===== src/hw/rtl/nbc_pkg.sv =====
// shared types and constants of the newline block chunker
`default_nettype none
package nbc_pkg;

   localparam int unsigned BLOCK_MAX = 1048576;
   localparam int unsigned IDX_W     = $clog2(BLOCK_MAX) + 1;
   localparam int unsigned CNT_W     = 32;

   localparam logic [7:0] CHAR_CR = 8'h0D;
   localparam logic [7:0] CHAR_LF = 8'h0A;

   typedef enum logic [1:0] {
      ACT_SPLIT_LAST       = 2'd0,
      ACT_COMPLETE_PARTIAL = 2'd1,
      ACT_COMPLETE_FINAL   = 2'd2,
      ACT_SKIP_ROWS        = 2'd3
   } action_type;

   typedef struct packed {
      logic [7:0]       data_byte;
      logic             block_end;
      logic [1:0]       action;
      logic             partial_empty;
      logic             final_block;
      logic [CNT_W-1:0] skip_count;
   } item_type;

   typedef struct packed {
      logic [1:0]       action;
      logic             partial_empty;
      logic             final_block;
      logic [CNT_W-1:0] skip_count;
   } mode_type;

   typedef struct packed {
      logic [IDX_W-1:0] cut_pos;
      logic [IDX_W-1:0] rows_found;
      logic [CNT_W-1:0] remaining_count;
      logic             status;
   } result_type;

endpackage
`default_nettype wire


===== src/hw/rtl/nbc_req_if.sv =====
// request channel of the newline block chunker
`default_nettype none
interface nbc_req_if;
   logic                      valid;
   logic                      ready;
   logic [7:0]                data_byte;
   logic                      block_end;
   logic [1:0]                action;
   logic                      partial_empty;
   logic                      final_block;
   logic [nbc_pkg::CNT_W-1:0] skip_count;

   modport source (output valid, data_byte, block_end, action, partial_empty,
                   final_block, skip_count, input ready);
   modport sink (input valid, data_byte, block_end, action, partial_empty,
                 final_block, skip_count, output ready);
endinterface
`default_nettype wire


===== src/hw/rtl/nbc_rsp_if.sv =====
// result channel of the newline block chunker
`default_nettype none
interface nbc_rsp_if;
   logic                      valid;
   logic                      ready;
   logic [nbc_pkg::IDX_W-1:0] cut_pos;
   logic [nbc_pkg::IDX_W-1:0] rows_found;
   logic [nbc_pkg::CNT_W-1:0] remaining_count;
   logic                      status;

   modport source (output valid, cut_pos, rows_found, remaining_count, status,
                   input ready);
   modport sink (input valid, cut_pos, rows_found, remaining_count, status,
                 output ready);
endinterface
`default_nettype wire


===== src/hw/rtl/nbc_scan.sv =====
// per-block scan state and cut position logic
`default_nettype none
module nbc_scan (
   input  wire logic               clock,
   input  wire logic               reset,
   input  wire logic               advance,
   input  wire nbc_pkg::item_type  item,
   output nbc_pkg::result_type     result
);

   localparam int unsigned IW = nbc_pkg::IDX_W;
   localparam int unsigned CW = nbc_pkg::CNT_W;

   logic [IW-1:0] byte_index_ff, byte_index_in;
   logic          any_delim_ff, any_delim_in;
   logic [IW-1:0] first_run_end_ff, first_run_end_in;
   logic          first_run_open_ff, first_run_open_in;
   logic [IW-1:0] last_delim_end_ff, last_delim_end_in;
   logic [IW-1:0] newlines_ff, newlines_in;
   logic [IW-1:0] nth_end_ff, nth_end_in;
   logic          nth_reached_ff, nth_reached_in;
   logic          prev_cr_ff, prev_cr_in;
   nbc_pkg::mode_type mode_ff, mode_in;

   always_comb begin
      logic [IW-1:0] idx_next;
      logic          is_cr;
      logic          is_lf;
      logic [IW-1:0] rows;
      logic [IW-1:0] cut;
      logic [CW-1:0] rows_ext;
      logic          status;

      // mode is taken from the first byte of a block
      if (byte_index_ff == '0) begin
         mode_in.action        = item.action;
         mode_in.partial_empty = item.partial_empty;
         mode_in.final_block   = item.final_block;
         mode_in.skip_count    = item.skip_count;
      end else begin
         mode_in = mode_ff;
      end

      byte_index_in     = byte_index_ff;
      any_delim_in      = any_delim_ff;
      first_run_end_in  = first_run_end_ff;
      first_run_open_in = first_run_open_ff;
      last_delim_end_in = last_delim_end_ff;
      newlines_in       = newlines_ff;
      nth_end_in        = nth_end_ff;
      nth_reached_in    = nth_reached_ff;
      prev_cr_in        = prev_cr_ff;

      idx_next = byte_index_ff + IW'(1);
      is_cr    = (item.data_byte == nbc_pkg::CHAR_CR);
      is_lf    = (item.data_byte == nbc_pkg::CHAR_LF);

      // bytes past the block limit are dropped
      if (byte_index_ff < IW'(nbc_pkg::BLOCK_MAX)) begin
         if (is_cr || is_lf) begin
            if (!any_delim_ff) begin
               any_delim_in      = 1'b1;
               first_run_open_in = 1'b1;
            end
            if (first_run_open_in) begin
               first_run_end_in = idx_next;
            end
            last_delim_end_in = idx_next;
            if (is_lf && prev_cr_ff) begin
               // lf closing a crlf already counted
               nth_end_in = idx_next;
               prev_cr_in = 1'b0;
            end else if (!nth_reached_ff) begin
               newlines_in    = newlines_ff + IW'(1);
               nth_end_in     = idx_next;
               nth_reached_in = ({{(CW-IW){1'b0}}, newlines_in} >= mode_in.skip_count);
               prev_cr_in     = is_cr;
            end else begin
               prev_cr_in = 1'b0;
            end
         end else begin
            first_run_open_in = 1'b0;
            prev_cr_in        = 1'b0;
         end
         byte_index_in = idx_next;
      end

      cut      = '0;
      rows     = '0;
      rows_ext = '0;
      status   = 1'b0;
      result.remaining_count = '0;
      case (mode_in.action)
         nbc_pkg::ACT_SPLIT_LAST: begin
            cut = any_delim_in ? last_delim_end_in : '0;
         end
         nbc_pkg::ACT_COMPLETE_PARTIAL, nbc_pkg::ACT_COMPLETE_FINAL: begin
            if (mode_in.partial_empty) begin
               cut = '0;
            end else if (any_delim_in) begin
               cut = first_run_end_in;
            end else if (mode_in.action == nbc_pkg::ACT_COMPLETE_PARTIAL) begin
               status = 1'b1;
            end else begin
               cut = byte_index_in;
            end
         end
         default: begin
            if (newlines_in == '0) begin
               status = 1'b1;
               result.remaining_count = mode_in.skip_count;
            end else begin
               rows = newlines_in;
               cut  = nth_end_in;
               // unterminated last row of the final block
               if (mode_in.final_block &&
                   (mode_in.skip_count > {{(CW-IW){1'b0}}, newlines_in}) &&
                   (nth_end_in != byte_index_in)) begin
                  rows = newlines_in + IW'(1);
                  cut  = byte_index_in;
               end
               rows_ext = {{(CW-IW){1'b0}}, rows};
               result.remaining_count = (mode_in.skip_count > rows_ext) ?
                                        mode_in.skip_count - rows_ext : '0;
            end
         end
      endcase
      result.cut_pos    = cut;
      result.rows_found = rows;
      result.status     = status;
   end

   always_ff @(posedge clock) begin
      if (reset) begin
         byte_index_ff     <= '0;
         any_delim_ff      <= 1'b0;
         first_run_end_ff  <= '0;
         first_run_open_ff <= 1'b0;
         last_delim_end_ff <= '0;
         newlines_ff       <= '0;
         nth_end_ff        <= '0;
         nth_reached_ff    <= 1'b0;
         prev_cr_ff        <= 1'b0;
      end else if (advance) begin
         if (item.block_end) begin
            byte_index_ff     <= '0;
            any_delim_ff      <= 1'b0;
            first_run_end_ff  <= '0;
            first_run_open_ff <= 1'b0;
            last_delim_end_ff <= '0;
            newlines_ff       <= '0;
            nth_end_ff        <= '0;
            nth_reached_ff    <= 1'b0;
            prev_cr_ff        <= 1'b0;
         end else begin
            byte_index_ff     <= byte_index_in;
            any_delim_ff      <= any_delim_in;
            first_run_end_ff  <= first_run_end_in;
            first_run_open_ff <= first_run_open_in;
            last_delim_end_ff <= last_delim_end_in;
            newlines_ff       <= newlines_in;
            nth_end_ff        <= nth_end_in;
            nth_reached_ff    <= nth_reached_in;
            prev_cr_ff        <= prev_cr_in;
         end
      end
   end

   always_ff @(posedge clock) begin
      if (advance) begin
         mode_ff <= mode_in;
      end
   end

endmodule
`default_nettype wire


===== src/hw/rtl/nbc_out_reg.sv =====
// result register with valid/ready handshake
`default_nettype none
module nbc_out_reg (
   input  wire logic                 clock,
   input  wire logic                 reset,
   input  wire logic                 load,
   input  wire nbc_pkg::result_type  result,
   output logic                      free,
   nbc_rsp_if.source                 rsp_chan
);

   logic                valid_ff, valid_in;
   nbc_pkg::result_type data_ff;

   assign free = !valid_ff || rsp_chan.ready;

   always_comb begin
      valid_in = valid_ff;
      if (load) begin
         valid_in = 1'b1;
      end else if (rsp_chan.ready) begin
         valid_in = 1'b0;
      end
   end

   always_ff @(posedge clock) begin
      if (reset) begin
         valid_ff <= 1'b0;
      end else begin
         valid_ff <= valid_in;
      end
   end

   always_ff @(posedge clock) begin
      if (load) begin
         data_ff <= result;
      end
   end

   assign rsp_chan.valid           = valid_ff;
   assign rsp_chan.cut_pos         = data_ff.cut_pos;
   assign rsp_chan.rows_found      = data_ff.rows_found;
   assign rsp_chan.remaining_count = data_ff.remaining_count;
   assign rsp_chan.status          = data_ff.status;

endmodule
`default_nettype wire


===== src/hw/rtl/newline_block_chunker_top.sv =====
// top level of the newline block chunker
//
//   channel    dir   payload                                              notes
//   req_chan   in    data_byte block_end action partial_empty             one byte per request
//                    final_block skip_count
//   rsp_chan   out   cut_pos rows_found remaining_count status            one per block end
//
// one byte per cycle sustained while the result register has room at each
// block end; the request register and the scan state update form a single
// pass, so the result register loads as the last byte of a block advances out
// of the request register. reset (synchronous) empties both registers and
// clears the scan state. a stalled result holds the byte at block end in the
// request register, and the request channel stalls until the result register has room
`default_nettype none
module newline_block_chunker_top (
   input  wire logic  clock,
   input  wire logic  reset,
   nbc_req_if.sink    req_chan,
   nbc_rsp_if.source  rsp_chan
);

   logic                in_valid_ff, in_valid_in;
   nbc_pkg::item_type   in_item_ff;
   nbc_pkg::result_type scan_result;
   logic                out_free;
   logic                advance;

   // a block-end byte may only move on when the result register has room
   assign advance        = in_valid_ff && (!in_item_ff.block_end || out_free);
   assign req_chan.ready = !in_valid_ff || advance;

   always_comb begin
      in_valid_in = in_valid_ff;
      if (req_chan.ready) begin
         in_valid_in = req_chan.valid;
      end
   end

   always_ff @(posedge clock) begin
      if (reset) begin
         in_valid_ff <= 1'b0;
      end else begin
         in_valid_ff <= in_valid_in;
      end
   end

   always_ff @(posedge clock) begin
      if (req_chan.ready && req_chan.valid) begin
         in_item_ff.data_byte     <= req_chan.data_byte;
         in_item_ff.block_end     <= req_chan.block_end;
         in_item_ff.action        <= req_chan.action;
         in_item_ff.partial_empty <= req_chan.partial_empty;
         in_item_ff.final_block   <= req_chan.final_block;
         in_item_ff.skip_count    <= req_chan.skip_count;
      end
   end

   nbc_scan u_scan (
      .clock   (clock),
      .reset   (reset),
      .advance (advance),
      .item    (in_item_ff),
      .result  (scan_result)
   );

   nbc_out_reg u_out_reg (
      .clock    (clock),
      .reset    (reset),
      .load     (advance && in_item_ff.block_end),
      .result   (scan_result),
      .free     (out_free),
      .rsp_chan (rsp_chan)
   );

endmodule
`default_nettype wire


===== src/flat_wrapper.sv =====
// flat-port wrapper written by rule: the top's interface ports become plain ports
module newline_block_chunker_top_flat 
  (clock, reset, req_chan_valid, req_chan_data_byte, req_chan_block_end, req_chan_action, req_chan_partial_empty, req_chan_final_block, req_chan_skip_count, req_chan_ready, rsp_chan_valid, rsp_chan_cut_pos, rsp_chan_rows_found, rsp_chan_remaining_count, rsp_chan_status, rsp_chan_ready);
  nbc_req_if req_chan_i ();
  nbc_rsp_if rsp_chan_i ();
  input  wire logic clock;
  input  wire logic reset;
  input wire logic [$bits(req_chan_i.valid)-1:0] req_chan_valid;
  input wire logic [$bits(req_chan_i.data_byte)-1:0] req_chan_data_byte;
  input wire logic [$bits(req_chan_i.block_end)-1:0] req_chan_block_end;
  input wire logic [$bits(req_chan_i.action)-1:0] req_chan_action;
  input wire logic [$bits(req_chan_i.partial_empty)-1:0] req_chan_partial_empty;
  input wire logic [$bits(req_chan_i.final_block)-1:0] req_chan_final_block;
  input wire logic [$bits(req_chan_i.skip_count)-1:0] req_chan_skip_count;
  output wire logic [$bits(req_chan_i.ready)-1:0] req_chan_ready;
  output wire logic [$bits(rsp_chan_i.valid)-1:0] rsp_chan_valid;
  output wire logic [$bits(rsp_chan_i.cut_pos)-1:0] rsp_chan_cut_pos;
  output wire logic [$bits(rsp_chan_i.rows_found)-1:0] rsp_chan_rows_found;
  output wire logic [$bits(rsp_chan_i.remaining_count)-1:0] rsp_chan_remaining_count;
  output wire logic [$bits(rsp_chan_i.status)-1:0] rsp_chan_status;
  input wire logic [$bits(rsp_chan_i.ready)-1:0] rsp_chan_ready;
  assign req_chan_i.valid = req_chan_valid;
  assign req_chan_i.data_byte = req_chan_data_byte;
  assign req_chan_i.block_end = req_chan_block_end;
  assign req_chan_i.action = req_chan_action;
  assign req_chan_i.partial_empty = req_chan_partial_empty;
  assign req_chan_i.final_block = req_chan_final_block;
  assign req_chan_i.skip_count = req_chan_skip_count;
  assign req_chan_ready = req_chan_i.ready;
  assign rsp_chan_valid = rsp_chan_i.valid;
  assign rsp_chan_cut_pos = rsp_chan_i.cut_pos;
  assign rsp_chan_rows_found = rsp_chan_i.rows_found;
  assign rsp_chan_remaining_count = rsp_chan_i.remaining_count;
  assign rsp_chan_status = rsp_chan_i.status;
  assign rsp_chan_i.ready = rsp_chan_ready;
  newline_block_chunker_top u_core (.clock(clock), .reset(reset), .req_chan(req_chan_i), .rsp_chan(rsp_chan_i));
endmodule

===== config.mk =====
export PLATFORM = sky130hd
export DESIGN_NAME = newline_block_chunker_top_flat
export DESIGN_NICKNAME = d
export VERILOG_FILES = /design/src/hw/rtl/nbc_pkg.sv /design/src/hw/rtl/nbc_req_if.sv /design/src/hw/rtl/nbc_rsp_if.sv /design/src/hw/rtl/nbc_scan.sv /design/src/hw/rtl/nbc_out_reg.sv /design/src/hw/rtl/newline_block_chunker_top.sv /design/src/flat_wrapper.sv
export SDC_FILE = /design/constraint.sdc
export NUM_CORES = 1
export LEC_CHECK = 0
export ABC_AREA = 1
export BUFFER_PORTS_ARGS = -buffer_cell sky130_fd_sc_hd__buf_2
export CAP_MARGIN = 20
export CORE_MARGIN = 10
export CORE_UTILIZATION = 25
export CTS_BUF_LIST = sky130_fd_sc_hd__clkbuf_4
export CTS_CLUSTER_SIZE = 30
export DETAILED_ROUTE_END_ITERATION = 8
export GPL_TIMING_DRIVEN = 1
export SYNTH_ARGS = -nofsm -noshare
export SYNTH_HDL_FRONTEND = slang
export SYNTH_SLANG_ARGS = --single-unit

===== constraint.sdc =====
create_clock -name clock -period 14.2 [get_ports clock]
set_clock_uncertainty 0.05 [all_clocks]
set_input_delay 2.13 -clock clock [delete_from_list [all_inputs] [get_ports clock]]
set_output_delay 2.13 -clock clock [all_outputs]
set_load 0.005 [all_outputs]

==> reports/summary.txt <==
Status: complete, no violations
Netlist Area Pre-Place: 18,000 um^2
CP endpoint kind: flip-flop
CTS Hold Bufs: 0
Tmin final: 8660 ps
EDFF count, synth: 156
Async set-reset flop share out of synthesis: 0%
CP startpoint kind: flip-flop
TritonRoute pass-1 iters: 6
Vias in the first global route: 16.2k
FMAX: 0.116 GHz
Crit path DAT: 9170 ps
Critical path class: reg2reg
Port Buf Inserts: 125
Final hold violations: 0
Pin count of the biggest net entering global routing: 101
Area taken by multi-input logic gates: 9630 um^2
DP HPWL: 44,000 um
Fillers: 7,895
TritonCTS Buffers: 80
First-pass GRT wire length: 93,100 um
Clk sink count: 267
Hold crit path type: reg2reg
Slowest stage delay, CP: 790 ps
Maxcap violations: 0
Die H: 288 um
Worst-Skew Late Latency: 880 ps
Ys Warns: 0
Vias: 17.4k
Flip-flop and latch area: 6910 um^2
Commonest non-fill, non-tap cell in the layout: nand2_1
Syn Area/Cell: 7.04 um^2
Nets: 2,790
Maximum VDD drop: 44.8 uV
# setup viols final: 0
Top delay family on crit path: simple AND/OR/NAND/NOR gates
Initial core utilization: 25.2%
Root Driver: clkbuf_4
Placed cell count: 3,541
CP bufs+invs: 5
Resized cells post-CTS: 0
Slew margin rel.: 26.7%
Routability cong.: 0.927
DRT Wirelength: 60,700 um
Commonest non-fill, non-tap cells in the layout: nand2_1 (872), inv_1 (214), nor2_1 (199)
Synth Area in Simple Gates: 35.3%
Residual DRC count: 0
FF+latch count, synth: 267
CTS tree: built
Post-synthesis compound-gate area fraction: 11.3%
Net Count, Synth: 2,669
IO Count: 126
Core area: 71,400 um^2
Layout cells sized above 1: 16.0%
Antenna violations before repair: 2
Setup bufs post-CTS: 0
Post-Layout Cell Count: 3,692
Worst-path clk slew: 70 ps
Mux contribution to synthesized area: 0%
Adder-cell share of the synthesized area: 4.63%
RSZ-0062 raised after global routing: false
Global route overflow: 0
Avg WL per Cell: 16.4 um
Die width: 288 um
Die ar.: 83,100 um^2
Post-Synth XOR/XNOR Area: 2.18%
Most common cell on crit path: nand2_1
Tcrit/Tclk final: 61.0%
Via density: 4.71
Initial DRC Count: 1,412
Top_reg_cell synth: edfxtp_1
Seq/Total Area, Yosys: 38.4%
Largest family of logic cells by synthesized area: simple AND/OR/NAND/NOR gates
GRT Util Overall: 14.3%
Final Hold Slack: 412 ps
Slew Viols, Final: 0
Clock buffer depth: 3
Setup TNS: 0 ps
Crit path max fanout: 43
Lkg Pwr: 8.46 nW
Post-Synthesis Cells: 2,554
Final Power: 0.00187 W
Area grow syn2layout: 14.1%
CP max stage cell: inv_1
Req. time, crit path: 14,720 ps
Synth unique cells: 59
Max H-tree Level: 3
Pwr dens: 91.0 nW/um^2
Measured slew at the worst slew-check pin: 1100 ps
Final ANT Viol Nets: 0
Rows: 98
R2r setup slk: 5540 ps
-- flip-flops by register name (all words and copies together), names as in the netlist --
register	flops
u_core.u_scan.any_delim_ff	1
u_core.u_out_reg.rsp_chan.valid	1
u_core.u_scan.newlines_ff	21
u_core.u_scan.nth_end_ff	21
u_core.u_scan.mode_ff	36
u_core.u_scan.prev_cr_ff	1
u_core.in_item_ff	45
u_core.u_scan.first_run_open_ff	1
u_core.u_out_reg.rsp_chan.status	1
u_core.u_out_reg.rsp_chan.rows_found	21
u_core.in_valid_ff	1
u_core.u_out_reg.rsp_chan.cut_pos	21
u_core.u_scan.first_run_end_ff	21
u_core.u_scan.last_delim_end_ff	21
u_core.u_scan.nth_reached_ff	1
u_core.u_out_reg.rsp_chan.remaining_count	32
u_core.u_scan.byte_index_ff	21
-- per-stage QoR --
step,area (um^2),setup WS (ps),util (%)
6_report,20500,5540,28.7
2_1_floorplan,18000,7940,-
3_3_place_gp,19400,5870,27.2
3_5_place_dp,19400,5780,27.2
5_1_grt,20500,4890,28.7
4_1_cts,20500,5650,28.7
-- routing by layer --
| layer | routed length, um | track usage, % | vias up |
|---|---|---|---|
| li1 | - | - | 8690 |
| met1 | 25900 | 17.5 | 8028 |
| met2 | 28900 | 23.9 | 546 |
| met3 | 3840 | 3.10 | 130 |
| met4 | 2090 | 5.82 | 0 |
| met5 | 0 | 0 | - |
-- cell type report --
type / count / share of cell area [%]
Inverter: 260 / 4.78
Clock inverter: 21 / 0.506
Tap cell: 950 / 5.79
Clock buffer: 124 / 4.54
Timing Repair Buffer: 139 / 3.73
Antenna cell: 4 / 0.0488
Multi-Input combinational cell: 1927 / 46.9
Sequential cell: 267 / 33.7
-- where the power goes --
part,leakage [nW],switching [W],internal (W)
Clock,0.623,0.000372,0.000400
Combinational,5.42,0.000177,0.0000685
Sequential,2.42,0.00000779,0.000841
Total,8.46,0.000557,0.00131
-- synthesized netlist by cell type (7+ instances only) --
cell type	number	share of area, %
nand4_1	72	2.5
a22oi_1	7	0.29
xor2_1	37	1.8
nor2_1	200	4.2
buf_2	15	0.42
a21oi_1	176	4.9
nor2_4	7	0.44
edfxtp_1	156	26
ha_1	65	4.5
o21ai_2	7	0.34
nand2_2	36	1.3
nand2_4	7	0.44
nor3_1	8	0.22
nor4_1	9	0.31
dfxtp_1	111	12
nor2_2	32	1.1
buf_6	10	0.63
inv_1	217	4.5
inv_2	36	0.75
o21ai_1	15	0.42
nand3_2	16	0.89
clkbuf_1	66	1.4
nand2_1	873	18
nand3b_1	8	0.33
o21ai_0	137	3.8
nand3_1	151	4.2
-- logic make-up (layout without fill, tap and decap cells) --
family	count (synthesis)	in the layout
AND/OR/NAND/NOR	1440	1440
AO/OA/AOI/OAI	377	377
buffers and inverters	360	544
flip-flops	267	267
adder cells (fa/ha/maj)	66	66
XOR/XNOR	44	44
other	0	4
-- worst reg2reg max path: cells and delay by family (launching register included) --
family | cells | cell delay, ps
simple gates | 24 | 3710
xor+xnor | 2 | 370
flops | 1 | 440
compound gates | 5 | 1210
buf+inv | 5 | 1610
fa+ha+maj | 3 | 970
-- final timing paths --
path,start,end,cells after the start
max,u_core.u_scan.byte_index_ff[0],u_core.u_out_reg.rsp_chan.remaining_count[23],39
min,u_core.u_scan.last_delim_end_ff[7],u_core.u_scan.last_delim_end_ff[7],2
max reg2reg,u_core.u_scan.byte_index_ff[0],u_core.u_out_reg.rsp_chan.remaining_count[23],39
min reg2reg,u_core.u_scan.last_delim_end_ff[7],u_core.u_scan.last_delim_end_ff[7],2
(Power assumes the default switching activity.)
